### config.mk
export PLATFORM = sky130hd
export DESIGN_NAME = ascii85_stream_encoder_flat
export DESIGN_NICKNAME = d
export VERILOG_FILES = /design/src/rtl/a85_pkg.sv /design/src/rtl/a85_if.sv /design/src/rtl/ascii85_stream_encoder.sv /design/src/rtl/a85_packer.sv /design/src/rtl/a85_radix.sv /design/src/rtl/a85_serial.sv /design/src/flat_wrapper.sv
export SDC_FILE = /design/constraint.sdc
export NUM_CORES = 2
export LEC_CHECK = 0
export BUFFER_PORTS_ARGS = -buffer_cell sky130_fd_sc_hd__buf_2
export CAP_MARGIN = 20
export CORE_MARGIN = 5
export CORE_UTILIZATION = 25
export DETAILED_ROUTE_END_ITERATION = 16
export HOLD_SLACK_MARGIN = 0.05
export PLACE_DENSITY = 0.4
export SYNTH_ARGS = -nofsm -noshare
export SYNTH_HDL_FRONTEND = slang
export SYNTH_SLANG_ARGS = --single-unit
export TNS_END_PERCENT = 20
### constraint.sdc
create_clock -name i_clk -period 8.1 [get_ports i_clk]
set_input_delay 0.81 -clock i_clk [delete_from_list [all_inputs] [get_ports i_clk]]
set_output_delay 0.81 -clock i_clk [all_outputs]
set_load 0.02 [all_outputs]
### src/rtl/a85_pkg.sv
// Package of the ASCII85 stream encoder: payload types and radix constants.
// No dependencies; every other file of the block but a85_if imports it.
package a85_pkg;

    localparam logic [6:0]  RADIX      = 7'd85;
    localparam logic [12:0] RADIX_SQ   = 13'd7225;
    localparam logic [6:0]  CHAR_BASE  = 7'd33;
    localparam logic [6:0]  ZERO_CHAR  = 7'd122;

    // Reciprocals rounded down: the estimate is the true quotient or one less.
    localparam logic [19:0] RECIP_SQ_32 = 20'((64'd1 << 32) / 64'd7225);
    localparam logic [13:0] RECIP_20    = 14'((32'd1 << 20) / 32'd85);
    localparam logic [6:0]  RECIP_13    = 7'((32'd1 << 13) / 32'd85);

    typedef struct packed {
        logic [31:0] value;
        logic [2:0]  nchars;
        logic        zero;
    } t_grp;

    typedef struct packed {
        logic [4:0][6:0] dig;
        logic [2:0]      nchars;
        logic            zero;
    } t_digits;

    typedef struct packed {
        logic [13:0] quo;
        logic [6:0]  rem;
    } t_qr;

endpackage

### src/rtl/a85_if.sv
// Stream interfaces of the ASCII85 encoder: byte input and character output.
// No dependencies.
interface a85_in_if;
    logic       valid;
    logic       ready;
    logic [7:0] data_byte;
    logic       end_of_stream;

    modport source (output valid, output data_byte, output end_of_stream, input ready);
    modport sink (input valid, input data_byte, input end_of_stream, output ready);
endinterface

interface a85_out_if;
    logic       valid;
    logic       ready;
    logic [6:0] out_char;
    logic       run_last;

    modport source (output valid, output out_char, output run_last, input ready);
    modport sink (input valid, input out_char, input run_last, output ready);
endinterface

### src/rtl/ascii85_stream_encoder.sv
// Top level of the ASCII85 stream encoder: packer, base-85 pipeline, serializer.
// Depends on a85_pkg, a85_if, a85_packer, a85_radix and a85_serial.
//
//   Channel  Direction  Payload                         One item
//   i_in     in         data_byte[7:0], end_of_stream   one raw byte
//   o_out    out        out_char[6:0], run_last         one encoded character
//
// A byte can be accepted in every cycle unless a stall holds the pipeline. The first
// character of a group is offered after its closing byte passes the packer, six stages, serializer.
// The output sends one character per cycle while o_out.ready is high; a full group has five
// characters, so that channel sets the sustained rate.
// Reset clears the pending partial group and empties the pipeline.
// A stall on o_out freezes all six stages while the last one holds a group, and
// i_in.ready then drops as soon as the packer holds a finished group.
module ascii85_stream_encoder
    import a85_pkg::*;
(
    input  logic      i_clk,
    input  logic      i_rst_n,
    a85_in_if.sink    i_in,
    a85_out_if.source o_out
);

    logic    pk_valid;
    logic    rx_ready;
    t_grp    pk_grp;
    logic    rx_valid;
    logic    sr_ready;
    t_digits rx_dig;

    a85_packer u_packer (
        .i_clk      (i_clk),
        .i_rst_n    (i_rst_n),
        .i_in       (i_in),
        .i_dn_ready (rx_ready),
        .o_valid    (pk_valid),
        .o_grp      (pk_grp)
    );

    a85_radix u_radix (
        .i_clk      (i_clk),
        .i_rst_n    (i_rst_n),
        .i_valid    (pk_valid),
        .o_ready    (rx_ready),
        .i_grp      (pk_grp),
        .o_valid    (rx_valid),
        .i_dn_ready (sr_ready),
        .o_dig      (rx_dig)
    );

    a85_serial u_serial (
        .i_clk   (i_clk),
        .i_rst_n (i_rst_n),
        .i_valid (rx_valid),
        .o_ready (sr_ready),
        .i_dig   (rx_dig),
        .o_out   (o_out)
    );

endmodule

### src/rtl/a85_packer.sv
// Byte packer: collects input bytes into big-endian groups and registers each
// finished or flushed group, zero-padded. Depends on a85_pkg and a85_in_if.
module a85_packer
    import a85_pkg::*;
(
    input  logic     i_clk,
    input  logic     i_rst_n,
    a85_in_if.sink   i_in,
    input  logic     i_dn_ready,
    output logic     o_valid,
    output t_grp     o_grp
);

    logic [23:0] r_grp, n_grp;
    logic [1:0]  r_cnt, n_cnt;
    logic        r_vld, n_vld;
    t_grp        r_out, n_out;
    logic        accept;
    logic        push;
    logic [31:0] word;

    assign i_in.ready = !r_vld || i_dn_ready;
    assign accept     = i_in.valid && i_in.ready;
    assign push       = (r_cnt == 2'd3) || i_in.end_of_stream;
    assign word       = {r_grp, i_in.data_byte};

    always_comb begin
        n_grp = r_grp;
        n_cnt = r_cnt;
        n_vld = r_vld && !i_dn_ready;
        n_out = r_out;
        unique case (r_cnt)
            2'd0: n_out.value = {i_in.data_byte, 24'd0};
            2'd1: n_out.value = {r_grp[7:0], i_in.data_byte, 16'd0};
            2'd2: n_out.value = {r_grp[15:0], i_in.data_byte, 8'd0};
            2'd3: n_out.value = word;
            default: n_out.value = word;
        endcase
        n_out.zero   = (r_cnt == 2'd3) && (word == 32'd0);
        n_out.nchars = n_out.zero ? 3'd1 : ({1'b0, r_cnt} + 3'd2);
        if (accept) begin
            if (push) begin
                n_grp = 24'd0;
                n_cnt = 2'd0;
                n_vld = 1'b1;
            end else begin
                n_grp = word[23:0];
                n_cnt = r_cnt + 2'd1;
            end
        end
    end

    always_ff @(posedge i_clk) begin
        if (!i_rst_n) begin
            r_grp <= 24'd0;
            r_cnt <= 2'd0;
            r_vld <= 1'b0;
        end else begin
            r_grp <= n_grp;
            r_cnt <= n_cnt;
            r_vld <= n_vld;
        end
    end

    always_ff @(posedge i_clk) begin
        if (accept && push) begin
            r_out <= n_out;
        end
    end

    assign o_valid = r_vld;
    assign o_grp   = r_out;

endmodule

### src/rtl/a85_radix.sv
// Base-85 conversion pipeline: six stages that split a 32-bit group into five
// digits by reciprocal multiplication with one correction. Depends on a85_pkg.
module a85_radix
    import a85_pkg::*;
(
    input  logic    i_clk,
    input  logic    i_rst_n,
    input  logic    i_valid,
    output logic    o_ready,
    input  t_grp    i_grp,
    output logic    o_valid,
    input  logic    i_dn_ready,
    output t_digits o_dig
);

    function automatic t_qr fix85(input logic [19:0] num, input logic [13:0] est);
        logic [19:0] t;
        t_qr         res;
        t = num - ({6'd0, est} * {13'd0, RADIX});
        if (t >= {13'd0, RADIX}) begin
            res.quo = est + 14'd1;
            res.rem = 7'(t - {13'd0, RADIX});
        end else begin
            res.quo = est;
            res.rem = 7'(t);
        end
        return res;
    endfunction

    logic            en;
    logic [5:0]      r_vld;
    logic [5:0][2:0] r_nch;
    logic [5:0]      r_zero;

    logic [31:0]     r0_v;
    logic [51:0]     r0_p;
    logic [19:0]     r1_q;
    logic [12:0]     r1_r;
    logic [19:0]     r2_q;
    logic [12:0]     r2_r;
    logic [33:0]     r2_pq;
    logic [19:0]     r2_pr;
    logic [12:0]     r3_q2;
    logic [6:0]      r3_d2, r3_d3, r3_d4;
    logic [12:0]     r4_q2;
    logic [19:0]     r4_p;
    logic [6:0]      r4_d2, r4_d3, r4_d4;
    logic [4:0][6:0] r5_d;

    logic [19:0]     s1_est;
    logic [32:0]     s1_t;
    logic [13:0]     s1_rem;
    logic [19:0]     n1_q;
    logic [12:0]     n1_r;
    t_qr             s3_q, s3_r, s5_q;

    assign en      = !r_vld[5] || i_dn_ready;
    assign o_ready = en;

    always_comb begin
        s1_est = r0_p[51:32];
        s1_t   = {1'b0, r0_v} - ({13'd0, s1_est} * {20'd0, RADIX_SQ});
        s1_rem = s1_t[13:0];
        if (s1_rem >= {1'b0, RADIX_SQ}) begin
            n1_q = s1_est + 20'd1;
            n1_r = 13'(s1_rem - {1'b0, RADIX_SQ});
        end else begin
            n1_q = s1_est;
            n1_r = s1_rem[12:0];
        end
        s3_q = fix85(r2_q, r2_pq[33:20]);
        s3_r = fix85({7'd0, r2_r}, {7'd0, r2_pr[19:13]});
        s5_q = fix85({7'd0, r4_q2}, {7'd0, r4_p[19:13]});
    end

    always_ff @(posedge i_clk) begin
        if (!i_rst_n) begin
            r_vld <= 6'd0;
        end else if (en) begin
            r_vld <= {r_vld[4:0], i_valid};
        end
    end

    always_ff @(posedge i_clk) begin
        if (en) begin
            r_nch  <= {r_nch[4:0], i_grp.nchars};
            r_zero <= {r_zero[4:0], i_grp.zero};
            r0_v   <= i_grp.value;
            r0_p   <= {20'd0, i_grp.value} * {32'd0, RECIP_SQ_32};
            r1_q   <= n1_q;
            r1_r   <= n1_r;
            r2_q   <= r1_q;
            r2_r   <= r1_r;
            r2_pq  <= {14'd0, r1_q} * {20'd0, RECIP_20};
            r2_pr  <= {7'd0, r1_r} * {13'd0, RECIP_13};
            r3_q2  <= s3_q.quo[12:0];
            r3_d2  <= s3_q.rem;
            r3_d3  <= s3_r.quo[6:0];
            r3_d4  <= s3_r.rem;
            r4_q2  <= r3_q2;
            r4_p   <= {7'd0, r3_q2} * {13'd0, RECIP_13};
            r4_d2  <= r3_d2;
            r4_d3  <= r3_d3;
            r4_d4  <= r3_d4;
            r5_d   <= {s5_q.quo[6:0], s5_q.rem, r4_d2, r4_d3, r4_d4};
        end
    end

    assign o_valid      = r_vld[5];
    assign o_dig.dig    = r5_d;
    assign o_dig.nchars = r_nch[5];
    assign o_dig.zero   = r_zero[5];

endmodule

### src/rtl/a85_serial.sv
// Character serializer: holds one converted group and sends its characters
// one item at a time. Depends on a85_pkg and a85_out_if.
module a85_serial
    import a85_pkg::*;
(
    input  logic     i_clk,
    input  logic     i_rst_n,
    input  logic     i_valid,
    output logic     o_ready,
    input  t_digits  i_dig,
    a85_out_if.source o_out
);

    logic            r_busy;
    logic [2:0]      r_idx;
    logic [2:0]      r_n;
    logic [6:0]      r_chars [0:4];
    logic            is_last;
    logic            sent;
    logic            load;

    assign is_last = (r_idx == (r_n - 3'd1));
    assign sent    = r_busy && o_out.ready;
    assign o_ready = !r_busy || (o_out.ready && is_last);
    assign load    = i_valid && o_ready;

    always_ff @(posedge i_clk) begin
        if (!i_rst_n) begin
            r_busy <= 1'b0;
            r_idx  <= 3'd0;
        end else if (load) begin
            r_busy <= 1'b1;
            r_idx  <= 3'd0;
        end else if (sent && is_last) begin
            r_busy <= 1'b0;
        end else if (sent) begin
            r_idx <= r_idx + 3'd1;
        end
    end

    always_ff @(posedge i_clk) begin
        if (load) begin
            r_n        <= i_dig.nchars;
            r_chars[0] <= i_dig.zero ? ZERO_CHAR : (i_dig.dig[4] + CHAR_BASE);
            r_chars[1] <= i_dig.dig[3] + CHAR_BASE;
            r_chars[2] <= i_dig.dig[2] + CHAR_BASE;
            r_chars[3] <= i_dig.dig[1] + CHAR_BASE;
            r_chars[4] <= i_dig.dig[0] + CHAR_BASE;
        end
    end

    assign o_out.valid    = r_busy;
    assign o_out.out_char = r_chars[r_idx];
    assign o_out.run_last = is_last;

`ifndef SYNTHESIS
    a_idx_in_range: assert property (@(posedge i_clk) disable iff (!i_rst_n)
        r_busy |-> (r_idx < r_n))
        else $error("Character index beyond the group length.");

    a_zero_single: assert property (@(posedge i_clk) disable iff (!i_rst_n)
        (load && i_dig.zero) |=> (r_n == 3'd1))
        else $error("Zero group loaded with more than one character.");

    a_len_legal: assert property (@(posedge i_clk) disable iff (!i_rst_n)
        load |=> (r_n >= 3'd1 && r_n <= 3'd5))
        else $error("Group length out of range.");

    a_hold_on_stall: assert property (@(posedge i_clk) disable iff (!i_rst_n)
        (r_busy && !o_out.ready) |=> ($stable(r_idx) && r_busy))
        else $error("Serializer moved while the output was stalled.");
`endif

endmodule

### src/flat_wrapper.sv
// flat-port wrapper written by rule: the top's interface ports become plain ports
module ascii85_stream_encoder_flat import a85_pkg::*;
  (i_clk, i_rst_n, i_in_valid, i_in_data_byte, i_in_end_of_stream, i_in_ready, o_out_valid, o_out_out_char, o_out_run_last, o_out_ready);
  a85_in_if i_in_i ();
  a85_out_if o_out_i ();
  input  logic i_clk;
  input  logic i_rst_n;
  input wire logic [$bits(i_in_i.valid)-1:0] i_in_valid;
  input wire logic [$bits(i_in_i.data_byte)-1:0] i_in_data_byte;
  input wire logic [$bits(i_in_i.end_of_stream)-1:0] i_in_end_of_stream;
  output wire logic [$bits(i_in_i.ready)-1:0] i_in_ready;
  output wire logic [$bits(o_out_i.valid)-1:0] o_out_valid;
  output wire logic [$bits(o_out_i.out_char)-1:0] o_out_out_char;
  output wire logic [$bits(o_out_i.run_last)-1:0] o_out_run_last;
  input wire logic [$bits(o_out_i.ready)-1:0] o_out_ready;
  assign i_in_i.valid = i_in_valid;
  assign i_in_i.data_byte = i_in_data_byte;
  assign i_in_i.end_of_stream = i_in_end_of_stream;
  assign i_in_ready = i_in_i.ready;
  assign o_out_valid = o_out_i.valid;
  assign o_out_out_char = o_out_i.out_char;
  assign o_out_run_last = o_out_i.run_last;
  assign o_out_i.ready = o_out_ready;
  ascii85_stream_encoder u_core (.i_clk(i_clk), .i_rst_n(i_rst_n), .i_in(i_in_i), .o_out(o_out_i));
endmodule
; ---- Word level (Yosys, flattened, before mapping)
; Memory sizes are Yosys's and may differ from the RTL's. A register that Yosys moved wholly into a read port is not among the register bits.
; Cells that the tools add are included.
[totals]
reg_bits = 395
n_memories = 1
ramBits = 35
out_inout_bits = 10
word_cells = 117
[mem_list]
columns = name, depth, width, read_ports, rd_clocked_by_memory_dff, write_ports, line
row1 = u_core.u_serial.r_chars, 5, 7, 1, 1, 5, a85_serial.sv:17  ; logic [6:0] r_chars [0:4];
[op_classes]
mux = 17
mul = 8
n_eq_ne = 4
bitwise_logic = 2
magnitude_cmp = 4
add_sub_neg = 21
reduce_logical = 21
[ops]
columns = operator, n
row1 = 32-bit case mux with 4 select lines, 1
row2 = 20-bit by 7-bit >= comparator with 1-bit output (second input constant), 3
row3 = 32-bit by 20-bit multiplier with 52-bit output (second input constant), 1
row4 = 20-bit two-way mux, 2
row5 = 7-bit by 6-bit adder with 7-bit output (second input constant), 5
row6 = 32-bit logical NOT, 1
row7 = 13-bit by 2-bit multiplier with 15-bit output (second input constant), 2
row8 = 20-bit by 10-bit multiplier with 30-bit output (second input constant), 1
row9 = 13-bit by 14-bit subtractor with 15-bit output, 2
row10 = 7-bit by 7-bit multiplier with 14-bit output (second input constant), 2
row11 = 14-bit two-way mux, 2
row12 = 24-bit two-way mux, 1
row13 = 7-bit subtractor (second input constant), 3
row14 = 20-bit by 1-bit adder with 20-bit output (second input constant), 1
row15 = 14-bit by 7-bit multiplier with 20-bit output (second input constant), 1
row16 = 20-bit by 13-bit multiplier with 14-bit output (second input constant), 1
row17 = 20-bit subtractor, 1
row18 = 7-bit by 1-bit adder with 7-bit output (second input constant), 2
row19 = 14-bit by 13-bit >= comparator with 1-bit output (second input constant), 1
row20 = 14-bit subtractor, 1
row21 = 13-bit by 1-bit adder with 13-bit output (second input constant), 1
row22 = 13-bit two-way mux, 1
row23 = 13-bit subtractor (second input constant), 1
row24 = 1-bit logical AND, 8
row25 = 18 further kinds, 32

; ---- Logic depth before layout (Yosys ltp)
[depth]
depth_word = 9
depth_mapped = 23

; ---- By module
; From an unflattened synthesis, not the netlist that was laid out.
[unflattened]
hier_cells = 3088
hier_area_um2 = 34100.2
[by_module_without_submodules]
columns = module, cells_each, n_inst, area_per_inst_um2, seq_area_each_um2
row1 = a85_radix, 2674, 1, 28899.0, 7777.5
row2 = a85_packer, 258, 1, 2936.6, 1621.6
row3 = a85_serial, 156, 1, 2264.7, 1281.2

; ---- Worst setup path after synthesis
; No wires, ideal clock.
[synth_path]
path_kind = register to register
startpoint = reg u_core.u_serial.r_n[0]
endpoint = reg u_core.u_radix.r5_d, in the netlist u_core.u_radix.o_dig[10], enable pin
setup_time_ps = 608
required_ps = 7492
synth_period_minus_slack_ps = 7613
n_path_buf = 1
slack_ps = 487
t_arrival_ps = 7005
stages_incl_launch_ff = 9
cell_sequence = edfxtp_1 > inv_1 > ha_1 > xnor2_1 > nor3_1 > a21boi_0 > and2_1 > clkbuf_1 > inv_1
[synth_between]
elab_chain_cells = 5
[synth_rtl]
columns = element, line
row1 = start: declaration, a85_serial.sv:16  ; logic [2:0] r_n;
row2 = start signal: assignment, a85_serial.sv:43  ; r_n <= i_dig.nchars;
row3 = 3-bit by 1-bit subtractor with 3-bit output, a85_serial.sv:22  ; assign is_last = (r_idx == (r_n - 3'd1));
row4 = 3-bit == test, a85_serial.sv:22
row5 = via o_out_run_last, flat_wrapper.sv:14  ; output wire logic [$bits(o_out_i.run_last)-1:0] o_out_run_last;
row6 = 1-bit logical AND, a85_serial.sv:24  ; assign o_ready = !r_busy || (o_out.ready && is_last);
row7 = 1-bit logical OR, a85_serial.sv:24
row8 = 1-bit logical OR, a85_radix.sv:57  ; assign en = !r_vld[5] || i_dn_ready;
row9 = via u_core.rx_ready, ascii85_stream_encoder.sv:25  ; logic rx_ready;
row10 = end signal: assignment, a85_radix.sv:105  ; r5_d <= {s5_q.quo[6:0], s5_q.rem, r4_d2, r4_d3, r4_d4};
row11 = end: declaration, a85_radix.sv:48  ; logic [4:0][6:0] r5_d;
; The timed path passes the listed nets, and every way through them passes these cells.
; A chain may end at the register's enable or synchronous reset.

; ---- Worst setup path in the final report
[layout_path]
startpoint = reg u_core.u_packer.r_out, in the netlist u_core.u_packer.o_grp[16]
endpoint = reg u_core.u_radix.r0_p[51], data pin
[layout_between]
elab_chain_cells = 1
[layout_rtl]
columns = element, line
row1 = start: declaration, a85_packer.sv:17  ; t_grp r_out, n_out;
row2 = start signal: assignment, a85_packer.sv:67  ; r_out <= n_out;
row3 = 32-bit by 20-bit multiplier with 52-bit output, a85_radix.sv:89  ; r0_p <= {20'd0, i_grp.value} * {32'd0, RECIP_SQ_32};
row4 = end signal: assignment, a85_radix.sv:89
row5 = end: declaration, a85_radix.sv:36  ; logic [51:0] r0_p;
; Every way passes these cells.

==> results.yml <==
global_routing:
  globalRouteOverflowTotal: 0
  grt_use_total_pct: 10.6
  grt_pass1_vias: 21200
  antenna_found_initial: 0
  grt_max_degree: 156
  grt_pass1_wl_um: 120000
timing:
  rsz0062_at_grt: "no"
  hold_viol: 0
  clock.fmax_ghz: 0.148
  setup_violations: 0
  final-max-slew-violation-count: 0
  min_period_ns: 6.77
  relSlewSlack_pct: 29.8
  fin_tns_setup_ns: 0
  worst_slew_pin_slew_ns: 1.05
  fin_ws_ns: 1.33
  finalCritPeriodShare_pct: 83.6
  worst_clock_skew_ns: 0.0275
route:
  routed_via_density: 4.16
  wirelength_um: 74000
  route.detailed.drc: 0
  drt_first_pass_iters: 6
  routed-via-count: 20400
  wl_per_cell_um: 15.1
  ant_nets: 0
  drtIter0Drc: 989
placed_design:
  port_buffers: 22
  place.gp.congestion: 0.789
  dp_worst_setup_slack_ns: 1.27
  place_inst: 4816
  dp_hpwl_um: 60100
  place_area_mm2: 0.0358
cts:
  cts_setup_buffers: 0
  ctsResizeCount: 0
  clock-sinks: 369
  htree_levels: 2
  numCtsBuffers: 43
  clkTransAtPathRegs_ns: 0.06
  clock_path_buffers: 3
  root_buffer: "clkbuf_16"
  ctsHoldBuffers: 0
  cts_tree: "done"
  insertion_delay_ns: 0.59
yosys:
  synth_enable_flop_cells: 329
  synth_warnings: 0
  synthesis.area_mm2: 0.0336
  synth-seq-cells: 369
  async_flop_share_pct: 0
  synth_top_area_share_pct: 29.4
  synthTopCellsByArea: "edfxtp_1, ha_1, fa_1"
  seq_area_frac_synth_pct: 31.8
  ys.flop_type: "edfxtp_1"
  synth_cells: 3060
  avgSynthCellArea_um2: 11.0
  syn_nets: 3932
  ys_types: 69
  synth_top_area_cell: "edfxtp_1"
layout:
  final_area_mm2: 0.0373
  nets: 3966
  layout.cells.non_filler: 4897
  n_antenna_cell: 0
  drive_above_1_share_pct: 4.44
  multi_input_area_mm2: 0.0202
  regArea_mm2: 0.0107
  nFillCells: 14100
  area_growth_pct: 11.1
critical_path:
  r2r_setup_slack_ns: 1.33
  regToRegStartpoint: "u_core.u_packer.o_grp[16]"
  cp_max_fo: 9
  start_kind: "flip-flop"
  arrival_ns: 7.11
  required_ns: 8.43
  reg2regPathDepth: 19
  path_class: "flip-flop to flip-flop"
  end_kind: "flip-flop"
  worst_r2r_endpoint: "u_core.u_radix.r0_p[51]"
run_status:
  status: "finished clean"
flow_run:
  maxCapViolCount: 0
min_path:
  min-delay-start: "u_core.u_radix.r4_d2[4]"
  holdCritPathClass: "flip-flop to flip-flop"
  whs_endpoint: "u_core.u_radix.o_dig[22]"
  hold_path_depth: 0
die:
  initial_core_util_pct: 25.2
  coreArea_mm2: 0.133
  dieArea_mm2: 0.142
  io_pins: 23
  die_h_um: 377
  rows: 134
  die_w_um: 377
[layout by cell type (no fill, tap or decap), drive strengths merged, types with 35 or more instances in the layout]
master	count
nand2	112
edfxtp	329
a21oi	93
nor2	95
dfxtp	40
a21o	42
fa	271
xnor2	137
inv	674
o21ai	69
xor2	70
a21boi	35
ha	588
nand3	67
clkbuf	55
[worst max-delay path: stages (launching register included)]
cell and delay, ns:
edfxtp_1 0.77, ha_1 0.36, fa_1 0.48, fa_1 0.54
fa_1 0.53, fa_1 0.54, inv_1 0.05, fa_1 0.50
inv_1 0.04, ha_1 0.35, nand4_1 0.18, a2111oi_0 0.33
o21ai_0 0.19, a211oi_1 0.41, nor2_1 0.16, o21ai_0 0.38
a211oi_1 0.20, a21oi_1 0.26, a21oi_1 0.11, xnor2_1 0.13
[sequential cells by signal, summed over array words and instances (netlist names), 14 cells and up, named ones only]
name and count:
u_core.u_radix.r_nch 15, u_core.u_radix.o_dig 38, u_core.u_packer.r_grp 24, u_core.u_radix.r2_q 20
u_core.u_radix.r0_p 20, u_core.u_serial.r_chars 35, u_core.u_radix.r0_v 14, u_core.u_packer.o_grp 36
u_core.u_radix.r2_pq 14, u_core.u_radix.r1_q 20
[cell families (layout without fill, tap and decap cells)]
family	after synthesis	after routing	share of synthesized area [%]
buffers and inverters	713	782	8.03
adder cells (fa/ha/maj)	859	859	38.1
multiplexers	34	34	1.33
flip-flops	369	369	31.8
AND/OR/NAND/NOR	474	474	7.19
XOR/XNOR	207	207	5.40
AO/OA/AOI/OAI	404	404	8.21
[how the worst max path moves through the flow]
| stage | endpoint | startpoint | depth (start not counted) |
|---|---|---|---|
| floorplan | u_core.u_radix.o_dig[10] | u_core.u_serial.r_n[0] | 8 |
| global placement | u_core.u_radix.r0_p[51] | u_core.u_packer.o_grp[16] | 19 |
| detailed placement | u_core.u_radix.r0_p[51] | u_core.u_packer.o_grp[16] | 19 |
| CTS | u_core.u_radix.r0_p[51] | u_core.u_packer.o_grp[16] | 19 |
| global route | u_core.u_radix.r0_p[51] | u_core.u_packer.o_grp[16] | 19 |
| finish | u_core.u_radix.r0_p[51] | u_core.u_packer.o_grp[16] | 19 |
[final cells by class]
type,count,area share [%]
Clock buffer,55,3.03
Multi-Input combinational cell,1978,54.3
Sequential cell,369,28.6
Tap cell,1768,5.93
Timing Repair Buffer,31,0.563
Clock inverter,25,0.798
Inverter,671,6.77
[metal layers]
layer,track usage [%],vias up,share of wire [%]
met3,1.23,75,2.4
met4,2.53,0,2.2
li1,-,10400,-
met1,14.6,9708,48
met2,17.9,176,47
met5,0,-,0
[synthesized netlist by cell type, types with 16 or more instances]
| master | n |
|---|---|
| and3_1 | 26 |
| o21ai_0 | 62 |
| clkbuf_1 | 28 |
| nand3_1 | 67 |
| xor2_1 | 70 |
| a21oi_1 | 93 |
| nand2b_1 | 26 |
| ha_1 | 588 |
| o21a_1 | 26 |
| fa_1 | 271 |
| nor3_1 | 27 |
| a222oi_1 | 16 |
| inv_1 | 671 |
| dfxtp_1 | 40 |
| nor2b_1 | 21 |
| xnor2_1 | 137 |
| edfxtp_1 | 329 |
| nand4_1 | 25 |
| nor2_1 | 95 |
| nand2_1 | 112 |
| mux2i_1 | 16 |
| a21boi_0 | 35 |
| a21o_1 | 42 |
| and2_1 | 18 |
[stage by stage]
stage,hold slack (ns),util [%]
after CTS,0.411,27.9
after global routing,0.416,28.0
final,0.413,28.0
after detailed placement,0.405,26.9
after floorplan,0.400,-
after global placement,0.401,26.9
Power is not shown: default switching activity piles up to over one toggle a cycle in this logic, so the estimate is an artifact.
